[src/rtl/ppsf_pkg.sv]
// ----------------------------------------------------------------------------
// ppsf_pkg
// Shared types and constants of the peer packet sequence filter: item
// layouts, register indexes, reject codes and reset values.
// ----------------------------------------------------------------------------
package ppsf_pkg;

    localparam int PLAYERS_DEF = 5;   // default peer count
    localparam int MASK_W      = 5;   // dead mask covers peers 1..5
    localparam int TIME_W      = 48;
    localparam int SEQ_W       = 31;
    localparam int LSEQ_W      = 32;  // stored sequence, signed
    localparam int CFG_IDX_W   = 2;
    localparam int CFG_DATA_W  = 32;

    localparam logic [TIME_W-1:0] TIME_MAX = {TIME_W{1'b1}};

    // Register reset values
    localparam logic [7:0]        MY_TEAM_RST      = 8'd0;
    localparam logic [SEQ_W-1:0]  RESTART_THR_RST  = 31'd100;
    localparam logic [15:0]       MIN_DELAY_RST    = 16'd0;
    localparam logic [31:0]       DEAD_THR_RST     = 32'd0;

    // Configuration register indexes
    typedef enum logic [CFG_IDX_W-1:0] {
        CFG_MY_TEAM     = 2'd0,
        CFG_RESTART_THR = 2'd1,
        CFG_MIN_DELAY   = 2'd2,
        CFG_DEAD_THR    = 2'd3
    } t_cfg_idx;

    // Command codes
    typedef enum logic {
        CMD_PACKET = 1'b0,
        CMD_CHECK  = 1'b1
    } t_cmd;

    // Reject reasons
    typedef enum logic [2:0] {
        RSN_OK       = 3'd0,
        RSN_HEADER   = 3'd1,
        RSN_TEAM     = 3'd2,
        RSN_RANGE    = 3'd3,
        RSN_UNWANTED = 3'd4,
        RSN_STALE    = 3'd5
    } t_reason;

    typedef struct packed {
        logic              cmd;
        logic              header_ok;
        logic [7:0]        team_id;
        logic [7:0]        sender_player;
        logic [SEQ_W-1:0]  seq_number;
        logic [TIME_W-1:0] sent_time;
        logic [TIME_W-1:0] event_time;
        logic [2:0]        player_select;
    } t_in_item;

    typedef struct packed {
        logic               accepted;
        t_reason            reject_reason;
        logic signed [31:0] dropped_count;
        logic [TIME_W-1:0]  offset_added;
        logic [MASK_W-1:0]  dead_mask;
    } t_out_item;

endpackage

[src/rtl/peer_packet_seq_filter_core.sv]
// ----------------------------------------------------------------------------
// peer_packet_seq_filter_core
// Replay filter for peer packets with per-peer sequence tracking and a
// liveness check over the peers' last-seen times.
// ----------------------------------------------------------------------------
// Each item is either a received packet or a liveness check, and each gives
// exactly one result. An item is taken on a clock edge with i_start high and
// o_busy low; o_busy stays low, so a new item may be taken every cycle. The
// item lands in an input register, is evaluated in one pass of logic against
// the per-peer table, and its result is registered on the next edge: it shows
// on o_result with o_done high for a single cycle and is taken
// by the receiver at the edge that closes that cycle. The receiver
// cannot stall: o_done marks the only cycle in which a result is present.
// Table updates of an accepted packet land on the same edge as its result is
// registered, so the following item already sees them. Configuration writes
// take effect at the edge that samples i_cfg_we and belong in idle time only.
// ----------------------------------------------------------------------------
module peer_packet_seq_filter_core #(
    parameter int PLAYERS = ppsf_pkg::PLAYERS_DEF
) (
    input  logic                                i_clk,
    input  logic                                i_rst_n,
    // Command channel
    input  logic                                i_start,
    output logic                                o_busy,
    input  ppsf_pkg::t_in_item                  i_item,
    // Result channel
    output logic                                o_done,
    output ppsf_pkg::t_out_item                 o_result,
    // Configuration write port
    input  logic                                i_cfg_we,
    input  logic [ppsf_pkg::CFG_IDX_W-1:0]      i_cfg_idx,
    input  logic [ppsf_pkg::CFG_DATA_W-1:0]     i_cfg_data
);

    localparam int IDX_W  = (PLAYERS > 1) ? $clog2(PLAYERS) : 1;
    localparam int TW     = ppsf_pkg::TIME_W;
    localparam int LW     = ppsf_pkg::LSEQ_W;

    // ------------------------------------------------------------------
    // Configuration registers
    // ------------------------------------------------------------------
    logic [7:0]                 r_my_team;
    logic [ppsf_pkg::SEQ_W-1:0] r_restart_thr;
    logic [15:0]                r_min_delay;
    logic [31:0]                r_dead_thr;

    always_ff @(posedge i_clk) begin
        if (!i_rst_n) begin
            r_my_team     <= ppsf_pkg::MY_TEAM_RST;
            r_restart_thr <= ppsf_pkg::RESTART_THR_RST;
            r_min_delay   <= ppsf_pkg::MIN_DELAY_RST;
            r_dead_thr    <= ppsf_pkg::DEAD_THR_RST;
        end else if (i_cfg_we) begin
            case (ppsf_pkg::t_cfg_idx'(i_cfg_idx))
                ppsf_pkg::CFG_MY_TEAM:     r_my_team     <= i_cfg_data[7:0];
                ppsf_pkg::CFG_RESTART_THR: r_restart_thr <= i_cfg_data[ppsf_pkg::SEQ_W-1:0];
                ppsf_pkg::CFG_MIN_DELAY:   r_min_delay   <= i_cfg_data[15:0];
                ppsf_pkg::CFG_DEAD_THR:    r_dead_thr    <= i_cfg_data;
                default: ;
            endcase
        end
    end

    // ------------------------------------------------------------------
    // Input register: capture every started item
    // ------------------------------------------------------------------
    logic               r_in_valid;
    ppsf_pkg::t_in_item r_in;

    assign o_busy = 1'b0;

    always_ff @(posedge i_clk) begin
        if (!i_rst_n) begin
            r_in_valid <= 1'b0;
        end else begin
            r_in_valid <= i_start && !o_busy;
        end
    end

    always_ff @(posedge i_clk) begin
        if (i_start && !o_busy) begin
            r_in <= i_item;
        end
    end

    // ------------------------------------------------------------------
    // Evaluation
    // ------------------------------------------------------------------
    logic [7:0]            w_sender_m1;
    logic [IDX_W-1:0]      w_idx;
    logic signed [LW-1:0]  w_prev;
    logic signed [LW-1:0]  w_seq;
    logic [LW:0]           w_dist;
    logic                  w_stale;
    logic [TW:0]           w_ahead;
    logic [TW:0]           w_excess;
    logic                  w_late;
    logic [TW-1:0]         w_offset;
    logic [TW-1:0]         w_seen;
    logic [ppsf_pkg::MASK_W-1:0] w_dead_mask;
    logic                  w_wr_en;
    ppsf_pkg::t_reason     w_reason;
    ppsf_pkg::t_out_item   n_out;

    assign w_sender_m1 = r_in.sender_player - 8'd1;
    assign w_idx       = w_sender_m1[IDX_W-1:0];
    assign w_seq       = {1'b0, r_in.seq_number};

    // Stale: at or below the stored value and closer than the restart
    // distance. The distance is only looked at when it is non-negative.
    assign w_dist  = {w_prev[LW-1], w_prev} - {1'b0, w_seq};
    assign w_stale = (w_seq <= w_prev) && (w_dist[LW-1:0] < {1'b0, r_restart_thr});

    // Clock offset: how far sent_time plus the minimum delay runs ahead of
    // the receive time, saturated to the time width.
    assign w_ahead  = {1'b0, r_in.sent_time} + {{(TW+1-16){1'b0}}, r_min_delay};
    assign w_late   = w_ahead > {1'b0, r_in.event_time};
    assign w_excess = w_ahead - {1'b0, r_in.event_time};
    assign w_offset = !w_late ? '0 : (w_excess[TW] ? ppsf_pkg::TIME_MAX : w_excess[TW-1:0]);
    // Receive time plus offset equals the ahead time when late.
    assign w_seen   = !w_late ? r_in.event_time
                    : (w_ahead[TW] ? ppsf_pkg::TIME_MAX : w_ahead[TW-1:0]);

    // Checks in priority order; first failure names the reason
    always_comb begin
        if (!r_in.header_ok) begin
            w_reason = ppsf_pkg::RSN_HEADER;
        end else if (r_in.team_id != r_my_team) begin
            w_reason = ppsf_pkg::RSN_TEAM;
        end else if ((r_in.sender_player == 8'd0) || (r_in.sender_player > 8'(PLAYERS))) begin
            w_reason = ppsf_pkg::RSN_RANGE;
        end else if ((r_in.player_select != 3'd0)
                     && ({5'd0, r_in.player_select} != r_in.sender_player)) begin
            w_reason = ppsf_pkg::RSN_UNWANTED;
        end else if (w_stale) begin
            w_reason = ppsf_pkg::RSN_STALE;
        end else begin
            w_reason = ppsf_pkg::RSN_OK;
        end
    end

    assign w_wr_en = r_in_valid && (r_in.cmd == ppsf_pkg::CMD_PACKET)
                   && (w_reason == ppsf_pkg::RSN_OK);

    always_comb begin
        n_out = '0;
        if (r_in.cmd == ppsf_pkg::CMD_CHECK) begin
            n_out.dead_mask = w_dead_mask;
        end else begin
            n_out.reject_reason = w_reason;
            if (w_reason == ppsf_pkg::RSN_OK) begin
                n_out.accepted      = 1'b1;
                n_out.dropped_count = w_seq - w_prev - 32'sd1;
                n_out.offset_added  = w_offset;
            end
        end
    end

    ppsf_peer_table #(
        .PLAYERS (PLAYERS),
        .IDX_W   (IDX_W)
    ) u_table (
        .i_clk       (i_clk),
        .i_rst_n     (i_rst_n),
        .i_wr_en     (w_wr_en),
        .i_wr_idx    (w_idx),
        .i_wr_seq    (w_seq),
        .i_wr_seen   (w_seen),
        .i_rd_idx    (w_idx),
        .o_rd_seq    (w_prev),
        .i_now       (r_in.event_time),
        .i_skip      (r_in.player_select),
        .i_dead_thr  (r_dead_thr),
        .o_dead_mask (w_dead_mask)
    );

    // ------------------------------------------------------------------
    // Result register: each result shows with o_done high for exactly one cycle
    // ------------------------------------------------------------------
    logic                r_out_valid;
    ppsf_pkg::t_out_item r_out;

    always_ff @(posedge i_clk) begin
        if (!i_rst_n) begin
            r_out_valid <= 1'b0;
        end else begin
            r_out_valid <= r_in_valid;
        end
    end

    always_ff @(posedge i_clk) begin
        if (r_in_valid) begin
            r_out <= n_out;
        end
    end

    assign o_done   = r_out_valid;
    assign o_result = r_out;

endmodule

[src/rtl/ppsf_peer_table.sv]
// ----------------------------------------------------------------------------
// ppsf_peer_table
// Per-peer state: last accepted sequence number and last-seen time, with
// one read port for the sequence and parallel liveness compares.
// ----------------------------------------------------------------------------
module ppsf_peer_table #(
    parameter int PLAYERS = ppsf_pkg::PLAYERS_DEF,
    parameter int IDX_W   = (PLAYERS > 1) ? $clog2(PLAYERS) : 1
) (
    input  logic                              i_clk,
    input  logic                              i_rst_n,
    input  logic                              i_wr_en,
    input  logic [IDX_W-1:0]                  i_wr_idx,
    input  logic signed [ppsf_pkg::LSEQ_W-1:0] i_wr_seq,
    input  logic [ppsf_pkg::TIME_W-1:0]       i_wr_seen,
    input  logic [IDX_W-1:0]                  i_rd_idx,
    output logic signed [ppsf_pkg::LSEQ_W-1:0] o_rd_seq,
    input  logic [ppsf_pkg::TIME_W-1:0]       i_now,
    input  logic [2:0]                        i_skip,
    input  logic [31:0]                       i_dead_thr,
    output logic [ppsf_pkg::MASK_W-1:0]       o_dead_mask
);

    logic signed [ppsf_pkg::LSEQ_W-1:0] r_last_seq  [PLAYERS];
    logic [ppsf_pkg::TIME_W-1:0]        r_last_seen [PLAYERS];

    always_ff @(posedge i_clk) begin
        if (!i_rst_n) begin
            for (int i = 0; i < PLAYERS; i++) begin
                r_last_seq[i]  <= '1;
                r_last_seen[i] <= '0;
            end
        end else if (i_wr_en) begin
            r_last_seq[i_wr_idx]  <= i_wr_seq;
            r_last_seen[i_wr_idx] <= i_wr_seen;
        end
    end

    assign o_rd_seq = r_last_seq[i_rd_idx];

    // A peer is dead when it is not skipped and now - last_seen, taken as
    // signed, exceeds the threshold; a peer seen in the future never is.
    for (genvar g = 0; g < ppsf_pkg::MASK_W; g++) begin : g_live
        if (g < PLAYERS) begin : g_peer
            logic [ppsf_pkg::TIME_W:0] w_diff;
            assign w_diff = {1'b0, i_now} - {1'b0, r_last_seen[g]};
            assign o_dead_mask[g] = (i_skip != 3'(g + 1)) && !w_diff[ppsf_pkg::TIME_W]
                && (w_diff[ppsf_pkg::TIME_W-1:0] > {16'd0, i_dead_thr});
        end else begin : g_none
            assign o_dead_mask[g] = 1'b0;
        end
    end

endmodule

[config.mk]
export PLATFORM = sky130hd
export DESIGN_NAME = peer_packet_seq_filter_core
export DESIGN_NICKNAME = d
export VERILOG_FILES = /design/src/rtl/ppsf_pkg.sv /design/src/rtl/peer_packet_seq_filter_core.sv /design/src/rtl/ppsf_peer_table.sv
export SDC_FILE = /design/constraint.sdc
export NUM_CORES = 2
export LEC_CHECK = 0
export BUFFER_PORTS_ARGS = -buffer_cell sky130_fd_sc_hd__buf_2
export CORE_AREA = 2 2 332 334
export DETAILED_ROUTE_END_ITERATION = 7
export DIE_AREA = 0 0 334 336
export GPL_ROUTABILITY_DRIVEN = 1
export PLACE_DENSITY = 0.76
export SLEW_MARGIN = 20
export SYNTH_ARGS = -nofsm -noshare
export SYNTH_HDL_FRONTEND = slang
export SYNTH_SLANG_ARGS = --single-unit
[constraint.sdc]
create_clock -name i_clk -period 31.2 [get_ports i_clk]
set_input_delay 1.56 -clock i_clk [delete_from_list [all_inputs] [get_ports i_clk]]
set_output_delay 1.56 -clock i_clk [all_outputs]
set_load 0.01 [all_outputs]
==> impl_metrics.tcl <==
set metrics [dict create \
    synth_nets 6781 \
    starting_utilization_of_the_core_area_pct 52.62 \
    drt_drc_violations_left 0 \
    timing.max_cap.violations 0 \
    met3_wirelength_um 15520 \
    power.ir.vdd_worst_v 0.00005806 \
    top_level_ports 277 \
    clock-skew-final_ps 50.78 \
    critical_path.max_fanout 67 \
    worst_slew_pin_slew_ps 1108 \
    cts_tree "done" \
    totalWireLength_um 173800 \
    grt_antenna_before_repair 12 \
    syn_avg_cell_area_um2 9.463 \
    layout.area.seq_um2 23660 \
    multiInputGateArea_um2 30410 \
    grtUsageTotal_pct 30.13 \
    coreArea_um2 108400 \
    cts.hold.buffers_added 0 \
    finish.cell_count_without_fillers 7686 \
    grt_start_max_net_pins 101 \
    dieWidth_um 334 \
    die_area_um2 112200 \
    cts_root_buf "clkbuf_16" \
    grt_overflow_total 0 \
    synth_sequential_area_ratio_pct 41.47 \
    antenna_violating_nets_post_route 0 \
    number_of_vias_per_cell 6.228 \
    first_pass_iters 7 \
    num-nets-final 6946 \
    synth_warnings 0 \
    timing.setup.critical_path_class "reg -> reg" \
    netlist_instances 6027 \
    timing.slew.headroom_pct 24.20 \
    most_used_dff_post_synth "edfxtp_1" \
    syn_area_um2 57040 \
    critical_path.slowest_cell "and3_2" \
    worstHoldPathCells 2 \
    cpPeakStageDelay_ps 690 \
    postCtsResizedCells 0 \
    most_common_cell_in_the_synthesized_netlist "edfxtp_1" \
    placer_s_final_routability_congestion_estimate 1.036 \
    timing.setup.tns_ps 0 \
    placement.io_buffers 275 \
    synth_area_leaders "edfxtp_1 38%, ha_1 12%, a21oi_1 4.5%, nand2_1 3.7%, inv_1 3.4%" \
    setup_viol_count_final 0 \
    powerDensity_nw_per_um2 56.95 \
    clock_sinks 819 \
    die-height_um 336 \
    yosys.cell_types.count 97 \
    holdCritPathClass "reg -> reg" \
    cpMostUsedCell "a21o_1" \
    layout.filler_cells 9322 \
    ys_async_sr_fraction_pct 0 \
    numCtsBuffers 91 \
    num_vias 47870 \
    grt_pass1_vias 45590 \
    finalWorstPathRequiredPeriod_ps 10500 \
    report.final.hold_viol_count 0 \
    rsz0062_at_grt "false" \
    routed.top_layer "met5" \
    design_area_um2 62660 \
    synth-seq-cells 819 \
    placedInstanceArea_um2 59540 \
    h-tree-depth 3 \
    postCtsSetupBuffers 0 \
    rr_worst_depth 35 \
    portion_of_synthesized_cell_area_occupied_by_the_leading_cell_type_pct 38.17 \
    yosys-top-cells-count "725 x edfxtp_1, 567 x nand2_1, 560 x ha_1, 519 x inv_1, 518 x a21oi_1" \
    worstSetupStartpointType "register" \
    grt_first_pass_wirelength_um 261100 \
    placement_rows 121 \
    status "complete, no violations" \
    hpwlAfterDp_um 131100 \
    achievable-frequency_ghz 0.09524 \
    worst_path_required_ps 31530 \
    met1_length_um 69890 \
    drive_gt1_share_pct 9.332 \
    initialDrtViolationCount 5337 \
    final_period_util_pct 33.65 \
    synth-edff-count 725 \
    cp_data_arrival_time_ps 10830 \
    power.static_leakage_nw 25.60 \
    clk_latency_ps 710 \
    cts.reportedPaths.clkPinSlew_ps 60 \
    most_area_hungry_cell_type_in_the_yosys_netlist "edfxtp_1" \
    timing.final.max_slew_violations 0 \
    wl_met2_um 79650 \
    dp.cells 7513 \
    flow.area_growth_from_synthesis_pct 9.867 \
    clock_tree.buffer_depth 3 \
    wl_cell_um 22.61 \
    end_kind "register" \
]
-- cell type report --
class | count | share of cell area [%]
clock inverter | 61 | 1.166
antenna | 3 | 0.01198
multi-input combinational | 4436 | 48.53
inverter | 519 | 3.109
sequential | 819 | 37.75
clock buffer | 109 | 3.790
timing repair buffer | 325 | 2.815
tap | 1414 | 2.823
-- sequential cells by signal, indices dropped and copies added (netlist names) --
signal and cells:
r_restart_thr 31, u_table.r_last_seen 240, r_in 148, r_min_delay 16
u_table.r_last_seq 253, r_dead_thr 32, r_my_team 8, r_in_valid 1
o_result 89, o_done 1
-- cell usage in the layout, fill, tap and decap left out, types with 16 or more instances in the layout --
cell type,instances
a2111oi_0,40
a211oi_1,44
a21boi_0,94
a21o_1,239
a21oi_1,518
a221o_1,35
a221oi_1,19
a22o_1,63
a31o_2,25
a31oi_1,39
and2_1,51
and3_1,66
buf_2,273
buf_4,50
clkbuf_16,91
clkinv_1,16
dfxtp_1,93
edfxtp_1,725
ha_1,560
inv_1,519
mux2i_1,24
nand2_1,559
nand2b_1,59
nand3_1,264
nand4_1,89
nor2_1,470
nor2b_1,65
nor3_1,80
nor4_1,26
o211ai_1,38
o21a_1,50
o21ai_0,216
o21bai_1,42
o22ai_1,19
o31ai_1,21
or2_2,20
xnor2_1,199
xor2_1,131
-- critical path, delay by kind of cell (launching register included) --
kind	cells	cell delay [ps]
flip-flops	1	600
AND/OR/NAND/NOR	6	1780
XOR/XNOR	2	700
buffers and inverters	5	2090
adder cells (fa/ha/maj)	4	1190
AO/OA/AOI/OAI	18	3550
-- report_power, final --
part	switching [W]	internal, W	total, W
Sequential	0.0000549	0.00125	0.00130
Clock	0.000471	0.000642	0.00111
Combinational	0.000706	0.000447	0.00115
Total	0.00123	0.00234	0.00357
-- cell families (layout without fill, tap and decap cells) --
| kind of cell | Yosys count | count (layout) | synth area share (%) |
|---|---|---|---|
| mux | 36 | 36 | 0.8555 |
| simple gates | 1839 | 1839 | 15.02 |
| compound gates | 1661 | 1661 | 19.52 |
| xor+xnor | 331 | 331 | 5.096 |
| buf+inv | 772 | 1014 | 5.473 |
| fa+ha+maj | 568 | 568 | 12.57 |
| flops | 819 | 819 | 41.47 |
| other cells | 1 | 4 | 0.006575 |
-- final timing paths --
check           startpoint                    endpoint  slack [ps]
max reg2reg      r_in[130]  u_table.r_last_seen[4][39]       20700
min          r_dead_thr[7]               r_dead_thr[7]         460
min reg2reg  r_dead_thr[7]               r_dead_thr[7]         460
max              r_in[130]  u_table.r_last_seen[4][39]       20700
-- stage by stage --
stage | hold WS, ps | setup WS [ps] | util (%) | total power, W
floorplan | 440.8 | 21260 | - | 0.002120
global placement | 451.9 | 21070 | 54.93 | 0.002426
detailed placement | 458.4 | 20920 | 54.93 | 0.002445
CTS | 466.9 | 20820 | 57.80 | 0.003554
global route | 487.0 | 19960 | 57.81 | 0.003728
finish | 463.7 | 20700 | 57.81 | 0.003569
-- metal layers --
| metal | vias to the layer above | global-route usage, % |
|---|---|---|
| met2 | 2360 | 48.90 |
| met4 | 8 | 14.78 |
| met5 | - | 0 |
| met1 | 22810 | 39.12 |
| met3 | 426 | 5.144 |
| li1 | 22270 | - |
No activity file was read; power rests on OpenSTA's default activity.
